<file path="config.mk">
export PLATFORM = sky130hd
export DESIGN_NAME = zero_crossing_interpolator_unit_flat
export DESIGN_NICKNAME = d
export VERILOG_FILES = /design/src/zci_pkg.sv /design/src/zci_if.sv /design/src/zero_crossing_interpolator_unit.sv /design/src/zci_datapath.sv /design/src/zci_controller.sv /design/src/flat_wrapper.sv
export SDC_FILE = /design/constraint.sdc
export NUM_CORES = 1
export LEC_CHECK = 0
export ABC_AREA = 1
export ABC_CLOCK_PERIOD_IN_PS = 28200
export BUFFER_PORTS_ARGS = -buffer_cell sky130_fd_sc_hd__buf_2
export CAP_MARGIN = 20
export CORE_MARGIN = 2
export CORE_UTILIZATION = 50
export CTS_BUF_LIST = sky130_fd_sc_hd__clkbuf_16
export DETAILED_ROUTE_END_ITERATION = 6
export PLACE_DENSITY = 0.67
export SYNTH_ARGS = -nofsm -noshare
export SYNTH_HDL_FRONTEND = slang
export SYNTH_SLANG_ARGS = --single-unit
</file>
<file path="constraint.sdc">
create_clock -name clk -period 28.2 [get_ports clk]
set_input_delay 2.82 -clock clk [delete_from_list [all_inputs] [get_ports clk]]
set_output_delay 2.82 -clock clk [all_outputs]
set_load 0.02 [all_outputs]
</file>
<file path="src/zci_pkg.sv">
// zci_pkg: shared constants and controller/datapath signal groups
// for the zero crossing interpolator; no dependencies
package zci_pkg;

  // default configuration of the index and fraction widths
  localparam int ZCI_INDEX_BITS    = 24;
  localparam int ZCI_FRACTION_BITS = 16;

  // fixed field widths
  localparam int SAMPLE_W = 16;
  localparam int PERIOD_W = 32;
  localparam int TIME_W   = 44;

  // sample period after reset, about 1/8000 s in Q0.32
  localparam logic [PERIOD_W-1:0] PERIOD_RESET = 32'd536871;

  // largest crossing time in Q12.32
  localparam logic [TIME_W-1:0] TIME_MAX = {TIME_W{1'b1}};

  // the multiplier retires two period bits per step
  localparam int MUL_STEPS = PERIOD_W / 2;

  // commands from controller to datapath
  typedef struct packed {
    logic accept;
    logic div_step;
    logic mul_init;
    logic mul_step;
    logic load_out;
  } zci_cmd_t;

  // status from datapath to controller
  typedef struct packed {
    logic crossing;
  } zci_status_t;

endpackage

</file>
<file path="src/zci_if.sv">
// zci_if: valid/ready channel interfaces for samples and crossings
// depends on zci_pkg
interface zci_in_if import zci_pkg::*;
  ();
  logic                       valid;
  logic                       ready;
  logic signed [SAMPLE_W-1:0] sample;
  logic                       block_start;

  modport source (output valid, sample, block_start, input ready);
  modport sink (input valid, sample, block_start, output ready);
  modport monitor (input valid, ready, sample, block_start);
endinterface

interface zci_out_if import zci_pkg::*;
  #(
    parameter int INDEX_BITS    = ZCI_INDEX_BITS,
    parameter int FRACTION_BITS = ZCI_FRACTION_BITS
  ) ();
  logic                     valid;
  logic                     ready;
  logic [INDEX_BITS-1:0]    crossing_index;
  logic [FRACTION_BITS-1:0] crossing_fraction;
  logic [TIME_W-1:0]        crossing_time;
  logic [INDEX_BITS-1:0]    crossing_number;

  modport source (output valid, crossing_index, crossing_fraction, crossing_time,
                  crossing_number, input ready);
  modport sink (input valid, crossing_index, crossing_fraction, crossing_time,
                crossing_number, output ready);
  modport monitor (input valid, ready, crossing_index, crossing_fraction, crossing_time,
                   crossing_number);
endinterface

</file>
<file path="src/zero_crossing_interpolator_unit.sv">
// zero_crossing_interpolator_unit: top level, controller plus datapath
// depends on zci_pkg, zci_if, zci_controller, zci_datapath
//
// Usage:
//   samples   - valid/ready input channel of signed 16-bit audio samples with a
//               block_start flag that makes the sample index 0 of a new block.
//   crossings - valid/ready output channel, one transaction for each sign change
//               between consecutive samples (zero samples never count): index of
//               the earlier sample, Q0.FRACTION_BITS fraction, Q12.32 time and the
//               crossing ordinal within the block.
//   cfg_we / cfg_wdata - writes the Q0.32 sample period; write only while idle.
// Timing: a sample that makes no crossing leaves the controller idle, so such
//   samples stream at one per clock. A crossing runs FRACTION_BITS divider steps,
//   a setup step, 16 radix-4 multiplier steps and a load step; samples is held
//   off until the load step, and the result is offered after it. The serial
//   divider and multiplier set the length of this sequence.
// Reset: synchronous rst clears the history, the crossing count and the output
//   valid, and sets the period to 536871 (about 1/8000 s).
// Stall: a result waits in the output register; the next sample is still taken,
//   but a further crossing holds in its last step until crossings.ready.
module zero_crossing_interpolator_unit import zci_pkg::*;
  #(
    parameter int INDEX_BITS    = ZCI_INDEX_BITS,
    parameter int FRACTION_BITS = ZCI_FRACTION_BITS
  ) (
    input  logic                clk,
    input  logic                rst,
    input  logic                cfg_we,
    input  logic [PERIOD_W-1:0] cfg_wdata,
    zci_in_if.sink              samples,
    zci_out_if.source           crossings
  );

  zci_cmd_t    cmd;
  zci_status_t status;

  // sequencer
  zci_controller #(
    .FRACTION_BITS (FRACTION_BITS)
  ) u_ctrl (
    .clk       (clk),
    .rst       (rst),
    .in_valid  (samples.valid),
    .in_ready  (samples.ready),
    .out_valid (crossings.valid),
    .out_ready (crossings.ready),
    .status    (status),
    .cmd       (cmd)
  );

  // arithmetic and history
  zci_datapath #(
    .INDEX_BITS    (INDEX_BITS),
    .FRACTION_BITS (FRACTION_BITS)
  ) u_dp (
    .clk               (clk),
    .rst               (rst),
    .cfg_we            (cfg_we),
    .cfg_wdata         (cfg_wdata),
    .sample            (samples.sample),
    .block_start       (samples.block_start),
    .cmd               (cmd),
    .status            (status),
    .crossing_index    (crossings.crossing_index),
    .crossing_fraction (crossings.crossing_fraction),
    .crossing_time     (crossings.crossing_time),
    .crossing_number   (crossings.crossing_number)
  );

endmodule

</file>
<file path="src/zci_datapath.sv">
// zci_datapath: sample history, serial divider, radix-4 multiplier and
// result register of the zero crossing interpolator; depends on zci_pkg
module zci_datapath import zci_pkg::*;
  #(
    parameter int INDEX_BITS    = ZCI_INDEX_BITS,
    parameter int FRACTION_BITS = ZCI_FRACTION_BITS
  ) (
    input  logic                       clk,
    input  logic                       rst,
    input  logic                       cfg_we,
    input  logic [PERIOD_W-1:0]        cfg_wdata,
    input  logic signed [SAMPLE_W-1:0] sample,
    input  logic                       block_start,
    input  zci_cmd_t                   cmd,
    output zci_status_t                status,
    output logic [INDEX_BITS-1:0]      crossing_index,
    output logic [FRACTION_BITS-1:0]   crossing_fraction,
    output logic [TIME_W-1:0]          crossing_time,
    output logic [INDEX_BITS-1:0]      crossing_number
  );

  localparam int ABS_W  = SAMPLE_W + 1;
  localparam int DEN_W  = SAMPLE_W + 2;
  localparam int MUL_W  = INDEX_BITS + FRACTION_BITS;
  localparam int PROD_W = MUL_W + PERIOD_W;
  localparam int WIDE_W = (INDEX_BITS + PERIOD_W > TIME_W) ? INDEX_BITS + PERIOD_W : TIME_W + 1;
  localparam logic [INDEX_BITS-1:0] INDEX_MAX = {INDEX_BITS{1'b1}};

  // configuration register
  logic [PERIOD_W-1:0] sample_period;

  // stream history
  logic signed [SAMPLE_W-1:0] previous_sample;
  logic                       previous_valid;
  logic [INDEX_BITS-1:0]      sample_index;
  logic [INDEX_BITS-1:0]      crossing_count;

  // operands of the transaction in flight
  logic [INDEX_BITS-1:0]    op_index;
  logic [INDEX_BITS-1:0]    op_number;
  logic [DEN_W-1:0]         rem;
  logic [DEN_W-1:0]         den;
  logic [FRACTION_BITS-1:0] quot;
  logic [MUL_W-1:0]         mcand;
  logic [MUL_W+1:0]         mcand3;
  logic [PERIOD_W-1:0]      period_sh;
  logic [PROD_W-1:0]        acc;

  // combinational values
  logic                       prev_ok;
  logic [INDEX_BITS-1:0]      count_base;
  logic [INDEX_BITS-1:0]      index_next;
  logic [INDEX_BITS-1:0]      count_next;
  logic                       crossing;
  logic signed [ABS_W-1:0]    prev_ext;
  logic signed [ABS_W-1:0]    cur_ext;
  logic [ABS_W-1:0]           prev_abs;
  logic [ABS_W-1:0]           cur_abs;
  logic [DEN_W:0]             rem_sh;
  logic [PROD_W-1:0]          addend;
  logic [WIDE_W-1:0]          whole;
  logic [TIME_W-1:0]          time_sat;

  // sign test and history update values
  always_comb begin
    prev_ok    = previous_valid && !block_start;
    count_base = block_start ? '0 : crossing_count;
    if (!prev_ok) begin
      index_next = '0;
    end else if (sample_index == INDEX_MAX) begin
      index_next = INDEX_MAX;
    end else begin
      index_next = sample_index + 1'b1;
    end
    crossing = prev_ok &&
               ((previous_sample < 0 && sample > 0) || (previous_sample > 0 && sample < 0));
    if (crossing && count_base != INDEX_MAX) begin
      count_next = count_base + 1'b1;
    end else begin
      count_next = count_base;
    end
    prev_ext = {previous_sample[SAMPLE_W-1], previous_sample};
    cur_ext  = {sample[SAMPLE_W-1], sample};
    prev_abs = prev_ext[ABS_W-1] ? ABS_W'(-prev_ext) : ABS_W'(prev_ext);
    cur_abs  = cur_ext[ABS_W-1] ? ABS_W'(-cur_ext) : ABS_W'(cur_ext);
  end

  assign status.crossing = crossing;

  // configuration register
  always_ff @(posedge clk) begin
    if (rst) begin
      sample_period <= PERIOD_RESET;
    end else if (cfg_we) begin
      sample_period <= cfg_wdata;
    end
  end

  // history registers
  always_ff @(posedge clk) begin
    if (rst) begin
      previous_sample <= '0;
      previous_valid  <= 1'b0;
      sample_index    <= '0;
      crossing_count  <= '0;
    end else if (cmd.accept) begin
      previous_sample <= sample;
      previous_valid  <= 1'b1;
      sample_index    <= index_next;
      crossing_count  <= count_next;
    end
  end

  // restoring divider step and multiplier digit
  always_comb begin
    rem_sh = {rem, 1'b0};
    unique case (period_sh[PERIOD_W-1 -: 2])
      2'd0:    addend = '0;
      2'd1:    addend = PROD_W'(mcand);
      2'd2:    addend = PROD_W'({mcand, 1'b0});
      default: addend = PROD_W'(mcand3);
    endcase
    whole    = WIDE_W'(acc[PROD_W-1:FRACTION_BITS]);
    time_sat = (whole > WIDE_W'(TIME_MAX)) ? TIME_MAX : whole[TIME_W-1:0];
  end

  // operand, divider and multiplier registers
  always_ff @(posedge clk) begin
    if (cmd.accept) begin
      op_index  <= sample_index;
      op_number <= count_next;
      rem       <= DEN_W'(prev_abs);
      den       <= DEN_W'(prev_abs) + DEN_W'(cur_abs);
      quot      <= '0;
    end
    if (cmd.div_step) begin
      if (rem_sh >= {1'b0, den}) begin
        rem  <= DEN_W'(rem_sh - {1'b0, den});
        quot <= {quot[FRACTION_BITS-2:0], 1'b1};
      end else begin
        rem  <= rem_sh[DEN_W-1:0];
        quot <= {quot[FRACTION_BITS-2:0], 1'b0};
      end
    end
    if (cmd.mul_init) begin
      mcand     <= {op_index, quot};
      mcand3    <= (MUL_W+2)'({op_index, quot}) + (MUL_W+2)'({op_index, quot, 1'b0});
      period_sh <= sample_period;
      acc       <= '0;
    end
    if (cmd.mul_step) begin
      acc       <= {acc[PROD_W-3:0], 2'b00} + addend;
      period_sh <= {period_sh[PERIOD_W-3:0], 2'b00};
    end
  end

  // result register
  always_ff @(posedge clk) begin
    if (cmd.load_out) begin
      crossing_index    <= op_index;
      crossing_fraction <= quot;
      crossing_time     <= time_sat;
      crossing_number   <= op_number;
    end
  end

endmodule

</file>
<file path="src/zci_controller.sv">
// zci_controller: sequencer for divide, multiply and result hand-off
// of the zero crossing interpolator; depends on zci_pkg
module zci_controller import zci_pkg::*;
  #(
    parameter int FRACTION_BITS = ZCI_FRACTION_BITS
  ) (
    input  logic        clk,
    input  logic        rst,
    input  logic        in_valid,
    output logic        in_ready,
    output logic        out_valid,
    input  logic        out_ready,
    input  zci_status_t status,
    output zci_cmd_t    cmd
  );

  localparam int MAX_STEPS = (FRACTION_BITS > MUL_STEPS) ? FRACTION_BITS : MUL_STEPS;
  localparam int CNT_W     = $clog2(MAX_STEPS);

  localparam logic [2:0] ST_IDLE  = 3'd0;
  localparam logic [2:0] ST_DIV   = 3'd1;
  localparam logic [2:0] ST_MINIT = 3'd2;
  localparam logic [2:0] ST_MUL   = 3'd3;
  localparam logic [2:0] ST_FIN   = 3'd4;

  logic [2:0]       state;
  logic [2:0]       state_next;
  logic [CNT_W-1:0] cnt;
  logic [CNT_W-1:0] cnt_next;

  assign in_ready = (state == ST_IDLE);

  // next state and commands
  always_comb begin
    state_next   = state;
    cnt_next     = cnt;
    cmd          = '0;
    cmd.accept   = in_valid && in_ready;
    unique case (state)
      ST_IDLE: begin
        cnt_next = '0;
        if (cmd.accept && status.crossing) begin
          state_next = ST_DIV;
        end
      end
      ST_DIV: begin
        cmd.div_step = 1'b1;
        cnt_next     = cnt + 1'b1;
        if (cnt == CNT_W'(FRACTION_BITS - 1)) begin
          state_next = ST_MINIT;
        end
      end
      ST_MINIT: begin
        cmd.mul_init = 1'b1;
        cnt_next     = '0;
        state_next   = ST_MUL;
      end
      ST_MUL: begin
        cmd.mul_step = 1'b1;
        cnt_next     = cnt + 1'b1;
        if (cnt == CNT_W'(MUL_STEPS - 1)) begin
          state_next = ST_FIN;
        end
      end
      ST_FIN: begin
        if (!out_valid || out_ready) begin
          cmd.load_out = 1'b1;
          state_next   = ST_IDLE;
        end
      end
      default: begin
        state_next = ST_IDLE;
      end
    endcase
  end

  // state, step counter and output valid
  always_ff @(posedge clk) begin
    if (rst) begin
      state     <= ST_IDLE;
      cnt       <= '0;
      out_valid <= 1'b0;
    end else begin
      state <= state_next;
      cnt   <= cnt_next;
      if (cmd.load_out) begin
        out_valid <= 1'b1;
      end else if (out_ready) begin
        out_valid <= 1'b0;
      end
    end
  end

endmodule

</file>
<file path="src/flat_wrapper.sv">
// flat-port wrapper written by rule: the top's interface ports become plain ports
module zero_crossing_interpolator_unit_flat import zci_pkg::*;
#(
    parameter int INDEX_BITS    = ZCI_INDEX_BITS,
    parameter int FRACTION_BITS = ZCI_FRACTION_BITS
  )
  (clk, rst, cfg_we, cfg_wdata, samples_valid, samples_sample, samples_block_start, samples_ready, crossings_valid, crossings_crossing_index, crossings_crossing_fraction, crossings_crossing_time, crossings_crossing_number, crossings_ready);
  zci_in_if samples_i ();
  zci_out_if #(.INDEX_BITS(INDEX_BITS), .FRACTION_BITS(FRACTION_BITS)) crossings_i ();
  input  logic clk;
  input  logic rst;
  input  logic cfg_we;
  input  logic [PERIOD_W-1:0] cfg_wdata;
  input wire logic [$bits(samples_i.valid)-1:0] samples_valid;
  input wire logic [$bits(samples_i.sample)-1:0] samples_sample;
  input wire logic [$bits(samples_i.block_start)-1:0] samples_block_start;
  output wire logic [$bits(samples_i.ready)-1:0] samples_ready;
  output wire logic [$bits(crossings_i.valid)-1:0] crossings_valid;
  output wire logic [$bits(crossings_i.crossing_index)-1:0] crossings_crossing_index;
  output wire logic [$bits(crossings_i.crossing_fraction)-1:0] crossings_crossing_fraction;
  output wire logic [$bits(crossings_i.crossing_time)-1:0] crossings_crossing_time;
  output wire logic [$bits(crossings_i.crossing_number)-1:0] crossings_crossing_number;
  input wire logic [$bits(crossings_i.ready)-1:0] crossings_ready;
  assign samples_i.valid = samples_valid;
  assign samples_i.sample = samples_sample;
  assign samples_i.block_start = samples_block_start;
  assign samples_ready = samples_i.ready;
  assign crossings_valid = crossings_i.valid;
  assign crossings_crossing_index = crossings_i.crossing_index;
  assign crossings_crossing_fraction = crossings_i.crossing_fraction;
  assign crossings_crossing_time = crossings_i.crossing_time;
  assign crossings_crossing_number = crossings_i.crossing_number;
  assign crossings_i.ready = crossings_ready;
  zero_crossing_interpolator_unit #(.INDEX_BITS(INDEX_BITS), .FRACTION_BITS(FRACTION_BITS)) u_core (.clk(clk), .rst(rst), .cfg_we(cfg_we), .cfg_wdata(cfg_wdata), .samples(samples_i), .crossings(crossings_i));
endmodule
</file>
**Word level (Yosys, flattened, before mapping)**

Cells that the tools add are included.

- Bitwise logic cells: 0
- Mux-type cells: 30
- Equality and inequality tests: 13
- Shift operators: 0
- Multipliers: 0
- $add $sub $neg: 9
- Order comparisons: 6
- Reduce and logical (&&, ||, !) cells: 20
- Div/mod/pow operators: 0

Operators with widths:

| cell | number |
|---|---|
| $mux W72 | 2 |
| $pmux W42 S3 | 1 |
| $mux W24 | 4 |
| $add A72 B72 Y72 | 1 |
| $mux W32 | 2 |
| $gt A56 B44 Y1 const B | 1 |
| $mux W18 | 3 |
| $add A24 B1 Y24 const B | 2 |
| $add A40 B41 Y42 | 1 |
| $mux W17 | 2 |
| $neg A16 Y17 | 2 |
| $gt A16 B1 Y1 const B | 2 |
| $lt A16 B1 Y1 const B | 2 |
| $mux W16 | 2 |
| $eq A24 B24 Y1 const B | 1 |
| $ne A24 B24 Y1 const B | 1 |
| $ge A19 B18 Y1 | 1 |
| $add A17 B17 Y18 | 1 |
| $sub A18 B18 Y18 | 1 |
| $pmux W3 S5 | 1 |
| $mux W3 | 4 |
| $mux W1 | 8 |
| $pmux W4 S2 | 1 |
| $reduce_bool A2 Y1 | 4 |
| other kinds (16) | 28 |

- Memories kept: 0
- Flip-flop bits (word level): 499
- Logic and storage cells: 100
- Output and inout bits: 110
- Memory bits (writable): 0
- Latch bits: 0
- Input bits: 54
- Bits in read-only memories: 0

**Logic depth before layout (Yosys ltp)**

- Depth after elaboration: 7
- Depth in mapped cells: 21
- Depth with buffers taken out: 19

**Hierarchy**

A second synthesis with hierarchy kept.

- Cells, all modules: 3709
- Area, all modules: 29309.4 um^2

Modules (own cells, without submodules):

| module | instances | cells an instance | sequential area each (um^2) | area each (um^2) |
|---|---|---|---|---|
| zci_datapath | 1 | 3649 | 13723.2 | 28882.7 |
| zci_controller | 1 | 60 | 160.2 | 426.7 |

**Worst setup path before layout**

Ideal clock, no wire load.

- Kind: input-to-reg
- From: input port crossings_ready
- To: register u_core.u_dp.crossing_fraction[0] (enable)
- Cell stages on the path: 2
- Arrival time: 13.032 ns
- Buffers on the path: 0
- Library setup time: 0.841 ns
- Required time: 27.359 ns
- Setup slack: 14.327 ns
- Cell sequence: nor2_1 nor4_1

RTL lines:

| item | RTL line | text |
|---|---|---|
| start: declaration | flat_wrapper.sv:23 | `input wire logic [$bits(crossings_i.ready)-1:0] crossings_ready;` |
| end signal: assignment | zci_datapath.sv:161 | `crossing_fraction <= quot;` |
| end: declaration | zci_datapath.sv:17 | `output logic [FRACTION_BITS-1:0] crossing_fraction,` |

**Final worst setup path**

- From: input port samples_sample[0]
- To: register u_core.u_dp.den[13] (data pin)

- Longest elaborated chain between the ends: 3

RTL lines:

| item | RTL line | text |
|---|---|---|
| start: declaration | flat_wrapper.sv:15 | `input wire logic [$bits(samples_i.sample)-1:0] samples_sample;` |
| $neg A16 Y17 | zci_datapath.sv:85 | `cur_abs = cur_ext[ABS_W-1] ? ABS_W'(-cur_ext) : ABS_W'(cur_ext);` |
| $mux W17 * | zci_datapath.sv:85 |  |
| $add A17 B17 Y18 * | zci_datapath.sv:133 | `den <= DEN_W'(prev_abs) + DEN_W'(cur_abs);` |
| end signal: assignment | zci_datapath.sv:133 |  |
| end: declaration | zci_datapath.sv:42 | `logic [DEN_W-1:0] den;` |

Every way passes the cells marked *; elsewhere a longest branch is shown, timed or not.
A chain may end at the register's enable or synchronous reset.

==> qor.txt <==
Std-Cell Rows = 88
Die Wd = 247 um
Slew Limit Fails = 0
# diodes = 0
VDD IR max = 0.0557 mV
final critical-path required period = 4.92 ns
crit path capture type = flip-flop
max_cap viols = 0
first-pass GRT wire length = 124 mm
Pwr Density = 72.6 nW/um^2
crit-path max FO = 4
kind of critical path = input pin to flip-flop
pre-CTS WS = 22.71 ns
1st-iter DRT viols = 1,487
share of the clock period used by the worst path = 0.174
sw frac = 0.351
Synth Register Bits = 498
yosys warns = 0
routed wire length = 78.2 mm
Setup Fix Bufs, Post-CTS = 0
clock root buffer = clkbuf_16
Residual DRC = 0
clk buf depth = 3
Seq/Total Area, Yosys = 0.471
top post-synthesis cells by count = nand2_1, inv_1, nor2_1
Layout area overhead = 11.6%
Setup TNS = 0 ns
leading area contributor after synthesis = edfxtp_1
Worst Path Required = 28.56 ns
Clk Latency, worst-skew pair = 0.63 ns
Fillers = 5,515
Critical Path AT = 5.28 ns
initial core utilization = 0.508
logic gate share of total power = 0.299
clock-pin slew on the worst setup and hold paths = 0.06 ns
prevailing post-synth register cell = edfxtp_1
Max-Slew Margin vs Limit = 0.332
CP startpoint kind = input pin
EDFF count, synth = 391
DR WL/cell = 16.7 um
Least-Margin Pin Slew = 1.00 ns
top-area cell type share of the netlist area = 0.398
final setup margin = 23.28 ns
largest net degree at the start of global routing = 91
Reg power frac = 0.402
layout cells sized above 1 = 0.0838
status = completed
initial antenna violation count = 0
vias in the first global route = 23,619
RSZ-0062 raised after global routing = no
Synth Cell Area = 29,500 um^2
clock network power share = 0.299
port bufs = 163
Power Total = 2.39 mW
all-layer global routing usage = 0.259
LEAKAGE = 14.5 nW
DP Wirelength = 59.3 mm
clock sinks = 498
worst hold path type = flip-flop to flip-flop
RePlAce Congestion = 0.972
gr ovfl total = 0
TritonRoute pass-1 iters = 6
reg2reg setup slack = 23.72 ns
count leader, synth = nand2_1
Cell Int Power = 1.55 mW
setup violators final = 0
cts bufs inserted = 54
core area = 58,000 um^2
H-tree levels = 2
via/cell ratio = 5.28
Netlist cell types = 52
Fin Clk Skew = 0.0260 ns
synth top area cells = edfxtp_1, nand2_1, dfxtp_1
Via Count = 24,663
Mapped Cells = 3,699
Max Fclk = 203 MHz
nets@finish = 4,036
Synth Area per Inst = 7.97 um^2
Routed Antenna Nets = 0
Post-synth ARST share = 0
Post-CTS Hold Buffers = 0
IO Pins = 164
PostCTS Resize Cnt = 0
die area = 60,900 um^2
final hold viol count = 0
Die H = 247 um
CTS tree = yes
Psw = 0.838 mW
## worst paths after layout
kind,from,to,cells after the start
worst min register to register,u_core.u_dp.op_number[10]$_DFFE_PP_,u_core.u_dp.crossing_number[10]$_DFFE_PP_,0
worst max register to register,u_core.u_dp.period_sh[31]$_DFFE_PP_,u_core.u_dp.acc[68]$_SDFFCE_PN0P_,16
worst min-delay path,u_core.u_dp.op_number[10]$_DFFE_PP_,u_core.u_dp.crossing_number[10]$_DFFE_PP_,0
worst max-delay path,samples_sample[0],u_core.u_dp.den[13]$_DFFE_PP_,16
## final cells by class
class / instances / area, um^2 / share of cell area
clock inverter: 44 / 367 / 0.0111
clock buffer: 57 / 1430 / 0.0434
tap: 765 / 957 / 0.0291
sequential: 498 / 13900 / 0.422
inverter: 526 / 1980 / 0.0601
timing repair buffer: 181 / 991 / 0.0301
multi-input combinational: 2596 / 13300 / 0.404
## stage by stage
stage	utilization	area (um^2)	hold slack (ns)	cells
2_1_floorplan	-	29500	0.400	3700
3_3_place_gp	0.535	31100	0.409	4564
3_5_place_dp	0.535	31100	0.408	4564
4_1_cts	0.566	32800	0.419	4665
5_1_grt	0.567	32900	0.432	4667
6_report	0.567	32900	0.419	4667
## layer usage
metal,vias up,track usage,part of all wire
li1,12568,-,-
met1,11348,0.332,0.44
met2,588,0.441,0.48
met3,159,0.0320,0.044
met4,0,0.110,0.045
met5,-,0,0
## kinds of logic (layout without fill, tap and decap cells)
group	after synthesis	in the layout	synth area share
other	1	2	0.000127
buffers and inverters	606	808	0.0788
flip-flops	498	498	0.471
AO/OA/AOI/OAI	555	555	0.107
XOR/XNOR	108	108	0.0321
AND/OR/NAND/NOR	1806	1806	0.257
adder cells (fa/ha/maj)	125	125	0.0541
## flip-flops by register name (all words and copies together), names as in the netlist, 32 cells and up
signal                     cells
u_core.u_dp.period_sh         32
u_core.u_dp.sample_period     32
u_core.u_dp.acc               72
u_core.u_dp.mcand             40
u_core.u_dp.mcand3            41
u_core.u_dp.crossing_time     44
## power by group through the flow
stage / Clock [mW] / Combinational, mW / Sequential, mW
6_report: 0.713 / 0.714 / 0.961
5_1_grt: 0.757 / 0.814 / 0.969
4_1_cts: 0.726 / 0.710 / 0.961
3_5_place_dp: 0 / 0.705 / 0.976
3_3_place_gp: 0 / 0.699 / 0.976
2_1_floorplan: 0 / 0.536 / 0.951
## critical path, stage by stage
cell	delay, ns
buf_2	0.12
inv_1	0.05
ha_1	0.16
nand3_1	0.13
nor3_1	0.37
a21oi_1	0.14
xor2_1	0.17
ha_1	0.34
nand2_1	0.15
nor2_1	0.06
o21ai_0	0.09
o211ai_1	0.16
o21ai_0	0.20
inv_1	0.08
o21ai_0	0.15
nand2_1	0.08
## layout by cell type, fill, tap and decap left out, types with 12 or more instances in the layout
master,Yosys,routed
ha_1,121,121
o21ai_1,18,18
nand3b_1,19,19
o221ai_1,24,24
o22ai_1,15,15
nand3_1,215,215
clkbuf_16,0,57
nand2_1,973,972
o21ai_0,152,152
nor2_1,422,419
nor4_1,13,12
edfxtp_1,391,391
buf_2,13,163
inv_1,519,533
xor2_1,74,74
buf_4,1,16
a21oi_1,256,256
dfxtp_1,107,107
xnor2_1,34,34
nand4_1,30,30
a22o_1,28,28
nand2_2,26,27
nor3_1,67,67
o21a_1,14,14
Power figures use the tool's default switching activity.
